### src/sv/b32g_pkg.sv
// Shared types, constants and the character lookup for the base32 encoder
// with dot grouping. Used by the top level and by the output sequencer.
// No dependencies.
`timescale 1ns / 1ps

package b32g_pkg;

	localparam int SYM_W     = 5;
	localparam int CHAR_W    = 8;
	localparam int MAX_CHARS = 3;

	localparam logic [CHAR_W-1:0] DOT_CHAR         = 8'h2E;
	localparam logic [7:0]        GROUP_SIZE_RESET = 8'd32;

	// One encoded input byte: up to three 5-bit symbols, how many are valid
	// and whether they close the message.
	typedef struct packed {
		logic [MAX_CHARS-1:0][SYM_W-1:0] syms;
		logic [1:0]                      nchar;
		logic                            last;
	} b32g_item_t;

	// Base32 alphabet: A..Z for 0..25, then 2..7 for 26..31.
	function automatic logic [CHAR_W-1:0] b32_char(input logic [SYM_W-1:0] sym);
		logic [SYM_W-1:0] ofs;
		ofs = sym - 5'd26;
		if (sym < 5'd26) begin
			return 8'h41 + {3'b000, sym};
		end else begin
			return 8'h32 + {3'b000, ofs};
		end
	endfunction

endpackage

### src/sv/b32g_emit.sv
// Output sequencer: walks the symbols of one encoded byte, inserts dots and
// drives the registered result channel. Depends on b32g_pkg.
`timescale 1ns / 1ps

module b32g_emit (
	input  logic                         clk,
	input  logic                         arst_n,
	input  logic [7:0]                   group_size,
	input  logic                         item_valid,
	input  b32g_pkg::b32g_item_t         item,
	output logic                         item_take,
	output logic                         out_valid,
	input  logic                         out_ready,
	output logic [b32g_pkg::CHAR_W-1:0]  out_char,
	output logic                         out_last
);

	logic [1:0] k_q;
	logic [7:0] idx_q;
	logic       any_q;
	logic       out_valid_q;
	logic [b32g_pkg::CHAR_W-1:0] out_char_q;
	logic       out_last_q;

	logic                        fire;
	logic                        need_dot;
	logic                        final_char;
	logic [b32g_pkg::SYM_W-1:0]  cur_sym;
	logic [7:0]                  idx_inc;

	assign fire       = item_valid && (!out_valid_q || out_ready);
	assign need_dot   = (group_size != 8'd0) && any_q && (idx_q >= group_size);
	assign final_char = (k_q == (item.nchar - 2'd1));
	assign cur_sym    = item.syms[k_q];
	assign idx_inc    = (idx_q == 8'hFF) ? idx_q : idx_q + 8'd1;
	assign item_take  = fire && !need_dot && final_char;

	always_ff @(posedge clk or negedge arst_n) begin
		if (!arst_n) begin
			k_q         <= 2'd0;
			idx_q       <= 8'd0;
			any_q       <= 1'b0;
			out_valid_q <= 1'b0;
		end else begin
			if (fire) begin
				out_valid_q <= 1'b1;
				if (need_dot) begin
					idx_q <= 8'd0;
				end else if (final_char) begin
					k_q <= 2'd0;
					if (item.last) begin
						idx_q <= 8'd0;
						any_q <= 1'b0;
					end else begin
						idx_q <= idx_inc;
						any_q <= 1'b1;
					end
				end else begin
					k_q   <= k_q + 2'd1;
					idx_q <= idx_inc;
					any_q <= 1'b1;
				end
			end else if (out_ready) begin
				out_valid_q <= 1'b0;
			end
		end
	end

	// Result payload carries no reset.
	always_ff @(posedge clk) begin
		if (fire) begin
			if (need_dot) begin
				out_char_q <= b32g_pkg::DOT_CHAR;
				out_last_q <= 1'b0;
			end else begin
				out_char_q <= b32g_pkg::b32_char(cur_sym);
				out_last_q <= item.last && final_char;
			end
		end
	end

	assign out_valid = out_valid_q;
	assign out_char  = out_char_q;
	assign out_last  = out_last_q;

	a_idle_ptr: assert property (@(posedge clk) disable iff (!arst_n)
		!item_valid |-> (k_q == 2'd0))
		else $error("symbol pointer not at zero while no item is held");

	a_ptr_range: assert property (@(posedge clk) disable iff (!arst_n)
		item_valid |-> (k_q < item.nchar))
		else $error("symbol pointer beyond the item's symbol count");

	a_fresh_msg: assert property (@(posedge clk) disable iff (!arst_n)
		!any_q |-> (idx_q == 8'd0))
		else $error("character count nonzero at message start");

	a_last_not_dot: assert property (@(posedge clk) disable iff (!arst_n)
		(out_valid_q && out_last_q) |-> (out_char_q != b32g_pkg::DOT_CHAR))
		else $error("dot marked as the final character");

endmodule

### src/sv/base32_encoder_with_dot_grouping_unit.sv
// Top level of the base32 encoder with dot grouping: bit buffer, symbol
// extraction and the item register. Depends on b32g_pkg and b32g_emit.
`timescale 1ns / 1ps

// Channel   Signals                                         Transfer when
// -------   ---------------------------------------------   -----------------------
// input     in_valid, in_ready, in_byte, in_last             in_valid && in_ready
// output    out_valid, out_ready, out_char, out_last         out_valid && out_ready
// config    cfg_wr_en, cfg_wr_data (group_size)              cfg_wr_en
//
// Each input byte produces one to three characters, each possibly preceded by a
// dot, so one to six results; the single output port moves one result a cycle
// while out_ready holds high. The first result of a byte is registered in the item
// register and then in the output register after its input transfer.
// A new byte is taken while the previous one drains, as soon as its last result
// is loaded into the output register. Reset clears the bit buffer, the counters
// and both valid flags and loads group_size with 32. Output stalls back up into
// the item register and then into in_ready.

module base32_encoder_with_dot_grouping_unit (
	input  logic       clk,
	input  logic       arst_n,
	input  logic       cfg_wr_en,
	input  logic [7:0] cfg_wr_data,
	input  logic       in_valid,
	output logic       in_ready,
	input  logic [7:0] in_byte,
	input  logic       in_last,
	output logic       out_valid,
	input  logic       out_ready,
	output logic [7:0] out_char,
	output logic       out_last
);

	// Configuration register.
	logic [7:0] group_size_q;

	// Bit buffer: up to four bits not yet encoded, right aligned.
	logic [3:0] lb_q;
	logic [2:0] cnt_q;

	// Item register between symbol extraction and the output sequencer.
	logic                  item_valid_s1;
	b32g_pkg::b32g_item_t  item_s1;

	logic                  item_take;
	logic                  in_fire;
	logic [11:0]           acc;
	logic [16:0]           win;
	logic [3:0]            nbits;
	logic                  two_full;
	logic [2:0]            rem;
	logic [11:0]           rem_mask;
	b32g_pkg::b32g_item_t  item_d;

	assign in_ready = !item_valid_s1 || item_take;
	assign in_fire  = in_valid && in_ready;

	// The buffer bits sit above the new byte; the window adds five zero bits
	// below so that the padded final character falls out of the same shift.
	assign acc      = {lb_q, in_byte};
	assign win      = {acc, 5'b00000};
	assign nbits    = {1'b0, cnt_q} + 4'd8;
	assign two_full = (nbits >= 4'd10);
	assign rem      = two_full ? 3'(nbits - 4'd10) : 3'(nbits - 4'd5);
	assign rem_mask = (12'd1 << rem) - 12'd1;

	always_comb begin
		item_d.syms[0] = 5'(win >> nbits);
		item_d.syms[1] = 5'(win >> (nbits - 4'd5));
		item_d.syms[2] = 5'(win >> (nbits - 4'd10));
		item_d.nchar   = (two_full ? 2'd2 : 2'd1)
		               + {1'b0, (in_last && (rem != 3'd0))};
		item_d.last    = in_last;
	end

	always_ff @(posedge clk or negedge arst_n) begin
		if (!arst_n) begin
			group_size_q  <= b32g_pkg::GROUP_SIZE_RESET;
			lb_q          <= 4'd0;
			cnt_q         <= 3'd0;
			item_valid_s1 <= 1'b0;
		end else begin
			if (cfg_wr_en) begin
				group_size_q <= cfg_wr_data;
			end
			if (in_fire) begin
				item_valid_s1 <= 1'b1;
				if (in_last) begin
					lb_q  <= 4'd0;
					cnt_q <= 3'd0;
				end else begin
					lb_q  <= 4'(acc & rem_mask);
					cnt_q <= rem;
				end
			end else if (item_take) begin
				item_valid_s1 <= 1'b0;
			end
		end
	end

	// The item payload needs no reset; it is only looked at while valid.
	always_ff @(posedge clk) begin
		if (in_fire) begin
			item_s1 <= item_d;
		end
	end

	// The sequencer owns the dot count and the result register.
	b32g_emit u_emit (
		.clk        (clk),
		.arst_n     (arst_n),
		.group_size (group_size_q),
		.item_valid (item_valid_s1),
		.item       (item_s1),
		.item_take  (item_take),
		.out_valid  (out_valid),
		.out_ready  (out_ready),
		.out_char   (out_char),
		.out_last   (out_last)
	);

endmodule
### config.mk
export PLATFORM = sky130hd
export DESIGN_NAME = base32_encoder_with_dot_grouping_unit
export DESIGN_NICKNAME = d
export VERILOG_FILES = /design/src/sv/b32g_pkg.sv /design/src/sv/b32g_emit.sv /design/src/sv/base32_encoder_with_dot_grouping_unit.sv
export SDC_FILE = /design/constraint.sdc
export NUM_CORES = 1
export LEC_CHECK = 0
export BUFFER_PORTS_ARGS = -buffer_cell sky130_fd_sc_hd__clkbuf_2
export CORE_UTILIZATION = 46
export DETAILED_ROUTE_END_ITERATION = 10
export SETUP_SLACK_MARGIN = 0.05
export SKIP_CTS_REPAIR_TIMING = 1
export SYNTH_ARGS = -nofsm -noshare
export SYNTH_HDL_FRONTEND = slang
export SYNTH_HIERARCHICAL = 1
export SYNTH_SLANG_ARGS = --single-unit
### constraint.sdc
create_clock -name clk -period 3 [get_ports clk]
set_clock_uncertainty 0.05 [all_clocks]
set_input_delay 0.45 -clock clk [delete_from_list [all_inputs] [get_ports clk]]
set_output_delay 0.45 -clock clk [all_outputs]
set_load 0.01 [all_outputs]
==> impl_metrics.csv, run 1 <==
group,metric,value,unit
cts,cts.htree.levels,2,
setup_path,path_class,"register to output pin",
synthesis,synth_flop_cell,"dfrtp_1",
timing,min_period_over_period,0.936,
setup_path,required,2.50,ns
floorplanning,coreArea,8180,um2
floorplanning,die_area,8770,um2
drt,dr.pass1.iters,5,
setup_path,cp_common_cell,"a21o_1",
placement,gp_congestion,0.905,
cells_and_area,nets,477,
synthesis,synth-simple-area-share,0.159,
placement,io_buffers,31,
synthesis,syn_avg_cell_area,9.37,um2
setup_path,r2r_slack,0.36,ns
synthesis,synth_nets,454,
timing,fmax,0.356,GHz
synthesis,yosys_warnings,6,
setup_path,cp-start-kind,"register",
outcome,status,"finished clean",
power_and_ir_drop,power_density,1120,nW/um2
cts,cts_buffer_depth,2,
setup_path,crit_chain,"inv_1, ha_1, a21o_1, a21o_1, a31o_1, o311ai_4, and3_1, nand2b_1, buf_4",
timing,fin_tns_setup,0,ns
power_and_ir_drop,ir_worst_vdd,0.000596,V
placement,place_hpwl,6330,um
timing,relSlewSlack,0.467,
placement,placed_cells,533,
timing,hold_ws,0.125,ns
timing,setup_violations,0,
global_route,antenna_found_initial,0,
global_route,grt_pass1_wl,14400,um
worst_hold_path,min_path_type,"input pin to asynchronous set/reset pin",
cts,clk_pin_slew,0.10,ns
power_and_ir_drop,p_total,0.00469,W
floorplanning,io_pins,33,
setup_path,startpoint,"group_size_q[5]",
synthesis,yosys.area_share.adder,0.0648,
drt,drc,0,
cts,clk_latency,0.31,ns
global_route,grt.overflow.total,0,
drt,ant_nets,0,
timing,tightestPinTransition,0.794,ns
drt,num_vias,3077,
floorplanning,num_rows,33,
timing,rsz0062_at_grt,"no",
setup_path,endpoint_kind,"output pin",
global_route,first_global_vias,2856,
synthesis,synth_top_family_by_area,"compound AO/OA/AOI/OAI gates",
synthesis,synth_edf_count,26,
drt,viasPerCell,5.69,
global_route,grt_usage,0.211,
setup_path,crit_path_max_fanout,3,
floorplanning,start_util,0.472,
cells_and_area,final_util,0.514,
timing,finalHoldViolCount,0,
drt,wirelength,8460,um
synthesis,ys_seq_elements,54,
setup_path,max_stage_delay,0.56,ns
setup_path,r2r_end,"item_s1[12]",
drt,drtIter0Drc,144,
job,maxCapViolCount,0,
timing,fin_crit,2.81,ns
setup_path,cp-endpoint,"in_ready",
synthesis,synth.distinct_cells,65,
drt,wl_per_cell,15.6,um
cts,cts_inserted_buffers,5,
synthesis,synth.yosys.seq_area_share,0.384,
setup_path,critical-path-slowest-cell,"dfstp_2",
power_and_ir_drop,p_leak,1.78,nW
cells_and_area,area_growth,8.75,%
cts,clock-root-buffer,"clkbuf_8",
synthesis,syn_inst,412,
setup_path,rr_startpoint,"group_size_q[5]",
cells_and_area,antennaDiodeCount,0,
cells_and_area,drive_gt1_frac,0.183,
synthesis,synth_compound_area_frac,0.194,
synthesis,syn-cell-area,3860,um2
cts,cts.sinks,54,
setup_path,worstPathArrival,2.31,ns
floorplanning,die-height,93.6,um
synthesis,synth_xor_area_frac,0.0224,
global_route,grt_max_degree,46,
setup_path,reg2reg_depth,11,
floorplanning,die_w,93.6,um
cts,cts_tree,"done",
synthesis,async_flop_share,0.519,
synthesis,synthMuxAreaShare,0.114,
cells_and_area,stdcell_count,541,
timing,slew_viol_final,0,
[critical path: cells and delay by family (launching register included)]
kind | cells | cell delay [ns]
compound gates | 4 | 0.70
fa+ha+maj | 1 | 0.19
simple gates | 2 | 0.34
flops | 1 | 0.56
buf+inv | 2 | 0.20
[flip-flops by register name, summed over array words and instances (netlist names)]
| name | flops |
|---|---|
| u_emit/out_last | 1 |
| u_emit/k_q | 2 |
| cnt_q | 3 |
| lb_q | 4 |
| u_emit/any_q | 1 |
| group_size_q | 8 |
| u_emit/out_char | 7 |
| u_emit/idx_q | 8 |
| item_s1 | 18 |
| u_emit/out_valid | 1 |
| item_valid_s1 | 1 |
[cells in the final DEF (no fill, tap or decap), types with 3 or more instances in the layout]
| cell type | synthesis | layout |
|---|---|---|
| nor3_1 | 4 | 4 |
| edfxtp_1 | 26 | 26 |
| a21o_1 | 3 | 3 |
| mux2i_1 | 17 | 17 |
| o221ai_1 | 3 | 3 |
| o21ai_2 | 4 | 4 |
| nand2_1 | 66 | 66 |
| clkbuf_2 | 0 | 30 |
| nand2b_1 | 9 | 9 |
| dfrtp_1 | 27 | 27 |
| o21ai_1 | 4 | 4 |
| nor2b_1 | 4 | 4 |
| xnor2_1 | 6 | 6 |
| mux2_2 | 11 | 11 |
| o32a_1 | 3 | 3 |
| clkbuf_8 | 0 | 5 |
| nor2_1 | 19 | 19 |
| a21oi_1 | 30 | 30 |
| ha_1 | 20 | 20 |
| o211ai_1 | 3 | 3 |
| mux4_2 | 6 | 6 |
| a211oi_1 | 5 | 5 |
| a31oi_1 | 7 | 7 |
| o21ai_0 | 19 | 19 |
| o22ai_1 | 3 | 3 |
| buf_4 | 2 | 12 |
| nand3_1 | 17 | 17 |
| inv_1 | 23 | 23 |
[power breakdown]
group / switching [W] / total (W) / internal, W
clock: 0.000238 / 0.000455 / 0.000217
sequential: 0.000216 / 0.00136 / 0.00114
combinational: 0.00170 / 0.00288 / 0.00118
[logic make-up (layout without fill, tap and decap cells)]
logic type | Yosys count | in the layout
and+or+nand+nor | 134 | 134
AOI/OAI and AO/OA | 108 | 108
DFF | 54 | 54
buffers and inverters | 51 | 75
muxes | 35 | 35
adders and majority gates | 20 | 20
xor gates and xnor gates | 9 | 9
other | 1 | 1
[stage by stage]
step / instance area (um2) / setup slack (ns)
floorplan: 3860 / 0.190
global placement: 4090 / 0.525
detailed placement: 4090 / 0.435
CTS: 4200 / 0.163
global route: 4200 / 0.0581
finish: 4200 / 0.192
[final cells by class]
cell class	instances	area, um2
multi-input combinational	307	2140
fill	794	3980
clock buffer	6	93.8
tap	105	131
inverter	25	93.8
sequential	54	1480
clock inverter	2	13.8
timing repair buffer	42	240
[Yosys cell counts (all sizes together), types with 10 or more instances]
cell type | number | area share
nand2 | 66 | 0.064
a21oi | 32 | 0.047
dfrtp | 27 | 0.17
o21ai | 27 | 0.039
edfxtp | 26 | 0.20
inv | 24 | 0.023
ha | 20 | 0.065
nor2 | 19 | 0.018
mux2i | 17 | 0.044
nand3 | 17 | 0.022
buf | 16 | 0.027
mux2 | 12 | 0.035
clkbuf | 10 | 0.0097
[metal layers]
layer | track usage | up-vias | part of all wire
met5 | 0 | - | 0
met4 | 0.0500 | 0 | 0.011
met3 | 0.0268 | 10 | 0.040
met2 | 0.343 | 86 | 0.47
met1 | 0.299 | 1443 | 0.48
li1 | - | 1538 | -
[how the worst min path moves through the flow]
stage / startpoint / end / slack [ns] / cells after the start
after CTS: arst_n / u_emit/any_q / 0.14 / 1
after floorplan: arst_n / cnt_q[0] / 0.10 / 0
after global placement: u_emit/out_valid / u_emit/out_valid / 0.45 / 2
after global routing: arst_n / group_size_q[2] / 0.18 / 1
after detailed placement: u_emit/out_valid / u_emit/out_valid / 0.45 / 2
final: arst_n / u_emit/idx_q[5] / 0.12 / 1
No activity file was read; power rests on OpenSTA's default activity.
==> run 2: changes to the inputs <==
==> constraint.sdc (replaced) <==
create_clock -name clk -period 3.5 [get_ports clk]
set_clock_uncertainty 0.05 [all_clocks]
set_input_delay 0 -clock clk [delete_from_list [all_inputs] [get_ports clk]]
set_output_delay 0 -clock clk [all_outputs]
set_load 0.01 [all_outputs]
==> impl_metrics.csv, run 2 (synthesized netlist as in run 1, its figures left out) <==
group,metric,value,unit
outcome,status,"finished clean",
cells_and_area,final.fill_count,781,
global_route,antenna_found_initial,0,
cells_and_area,area_growth,11.7,%
placement,gp_congestion,0.824,
cts,cts_buffer_depth,2,
global_route,first_global_vias,2826,
placement,place_hpwl,6150,um
cells_and_area,antennaDiodeCount,0,
timing,fin_crit,3.11,ns
cts,cts.sinks,54,
floorplanning,num_rows,33,
cells_and_area,final_common_cell,"nand2_1",
cts,clock-root-buffer,"clkbuf_8",
cells_and_area,regMostFlops,"item_s1",
timing,fmax,0.322,GHz
setup_path,max_stage_delay,0.60,ns
drt,drc,0,
global_route,grt_usage,0.208,
setup_path,cp-start-kind,"register",
global_route,grt_pass1_wl,14300,um
timing,min_period_over_period,0.888,
cells_and_area,drive_gt1_frac,0.166,
timing,slew_viol_final,0,
setup_path,path_buf_inv,2,
cts,cts_inserted_buffers,5,
timing,finalHoldViolCount,0,
floorplanning,start_util,0.472,
cts,cts_tree,"done",
global_route,grt_max_degree,46,
timing,fin_tns_setup,0,ns
drt,wirelength,8580,um
worst_hold_path,min_path_type,"input pin to register",
power_and_ir_drop,power_density,937,nW/um2
setup_path,critical-path-slowest-cell,"inv_1",
cts,cts.htree.levels,2,
setup_path,path_delay_family,"compound AO/OA/AOI/OAI gates",
placement,io_buffers,31,
floorplanning,io_pins,33,
drt,drtIter0Drc,125,
setup_path,endpoint_kind,"register",
power_and_ir_drop,ir_worst_vdd,0.000369,V
drt,viasPerCell,5.66,
setup_path,required,3.39,ns
cts,clk_latency,0.31,ns
setup_path,crit_path_max_fanout,19,
setup_path,path_class,"register to register",
timing,tightestPinTransition,0.738,ns
timing,relSlewSlack,0.508,
power_and_ir_drop,p_total,0.00404,W
drt,wl_per_cell,15.6,um
drt,dr.pass1.iters,4,
job,maxCapViolCount,0,
timing,setup_violations,0,
cells_and_area,nets,487,
cells_and_area,largest_register_ff_count,18,
cells_and_area,reg_top3,"item_s1 x18, group_size_q x8, u_emit/idx_q x8",
floorplanning,die_w,93.6,um
cells_and_area,final_util,0.528,
drt,ant_nets,0,
global_route,grt.overflow.total,0,
cells_and_area,layout_common_cells,"nand2_1, clkbuf_2, a21oi_1, dfrtp_1, edfxtp_1",
setup_path,worstPathArrival,3.00,ns
cts,clk_pin_slew,0.10,ns
floorplanning,coreArea,8180,um2
floorplanning,die_area,8770,um2
setup_path,crit_chain,"inv_1, ha_1, a21o_1, a21o_1, a31o_1, o311ai_4, and3_1, nand2b_1, nand2_1, inv_1",
drt,num_vias,3117,
power_and_ir_drop,p_leak,1.82,nW
timing,rsz0062_at_grt,"no",
floorplanning,die-height,93.6,um
[run 2: path summary, 6_finish.rpt]
path | from | endpoint | slack [ns] | depth (start not counted)
max in group asynchronous | arst_n | item_valid_s1 | 2.75 | 2
min in group asynchronous | arst_n | u_emit/idx_q[0] | 0.20 | 2
min reg2reg | u_emit/out_valid | u_emit/out_valid | 0.47 | 2
min | cfg_wr_en | group_size_q[4] | 0.04 | 2
max reg2reg | group_size_q[5] | item_s1[12] | 0.39 | 10
max | group_size_q[5] | item_s1[12] | 0.39 | 10
[run 2: stage by stage]
stage | setup WS, ns | cells | hold slack (ns) | area (um2)
after floorplan | 0.690 | 412 | -0.346 | 3860
after global placement | 0.479 | 528 | 0.0367 | 4050
after detailed placement | 0.422 | 528 | 0.0382 | 4050
after CTS | 0.379 | 536 | -0.309 | 4160
after global routing | 0.175 | 551 | 0.0405 | 4310
final | 0.392 | 551 | 0.0406 | 4310
[run 2: layout make-up]
class                      count  area (um2)  share of cell area
timing repair buffer          52         350              0.0812
tap                          105         131              0.0305
sequential                    54        1480               0.344
inverter                      25        93.8              0.0218
multi-input combinational    307        2140               0.497
clock buffer                   6        72.6              0.0168
clock inverter                 2        37.5             0.00870
[run 2: layer usage]
layer  part of all wire  wire length (um)  up-vias  track usage
li1                   -                 -     1562            -
met1               0.49              4180     1468        0.293
met2               0.46              3980       80        0.332
met3              0.036               308        7       0.0268
met4              0.013               111        0       0.0615
met5                  0                 0        -            0
[run 2: worst register-to-register path: stages, from the launching register on]
cell      delay (ns)
dfstp_2         0.56
inv_1           0.05
ha_1            0.18
a21o_1          0.18
a21o_1          0.21
a31o_1          0.22
o311ai_4        0.09
and3_1          0.18
nand2b_1        0.14
nand2_1         0.28
inv_1           0.60
[run 2: report_power, final]
part	total, W	leakage (nW)	internal [W]	switching (W)
Sequential	0.00119	0.580	0.000978	0.000208
Clock	0.000417	0.0514	0.000214	0.000203
Combinational	0.00244	1.18	0.000995	0.00144
Total	0.00404	1.82	0.00219	0.00185
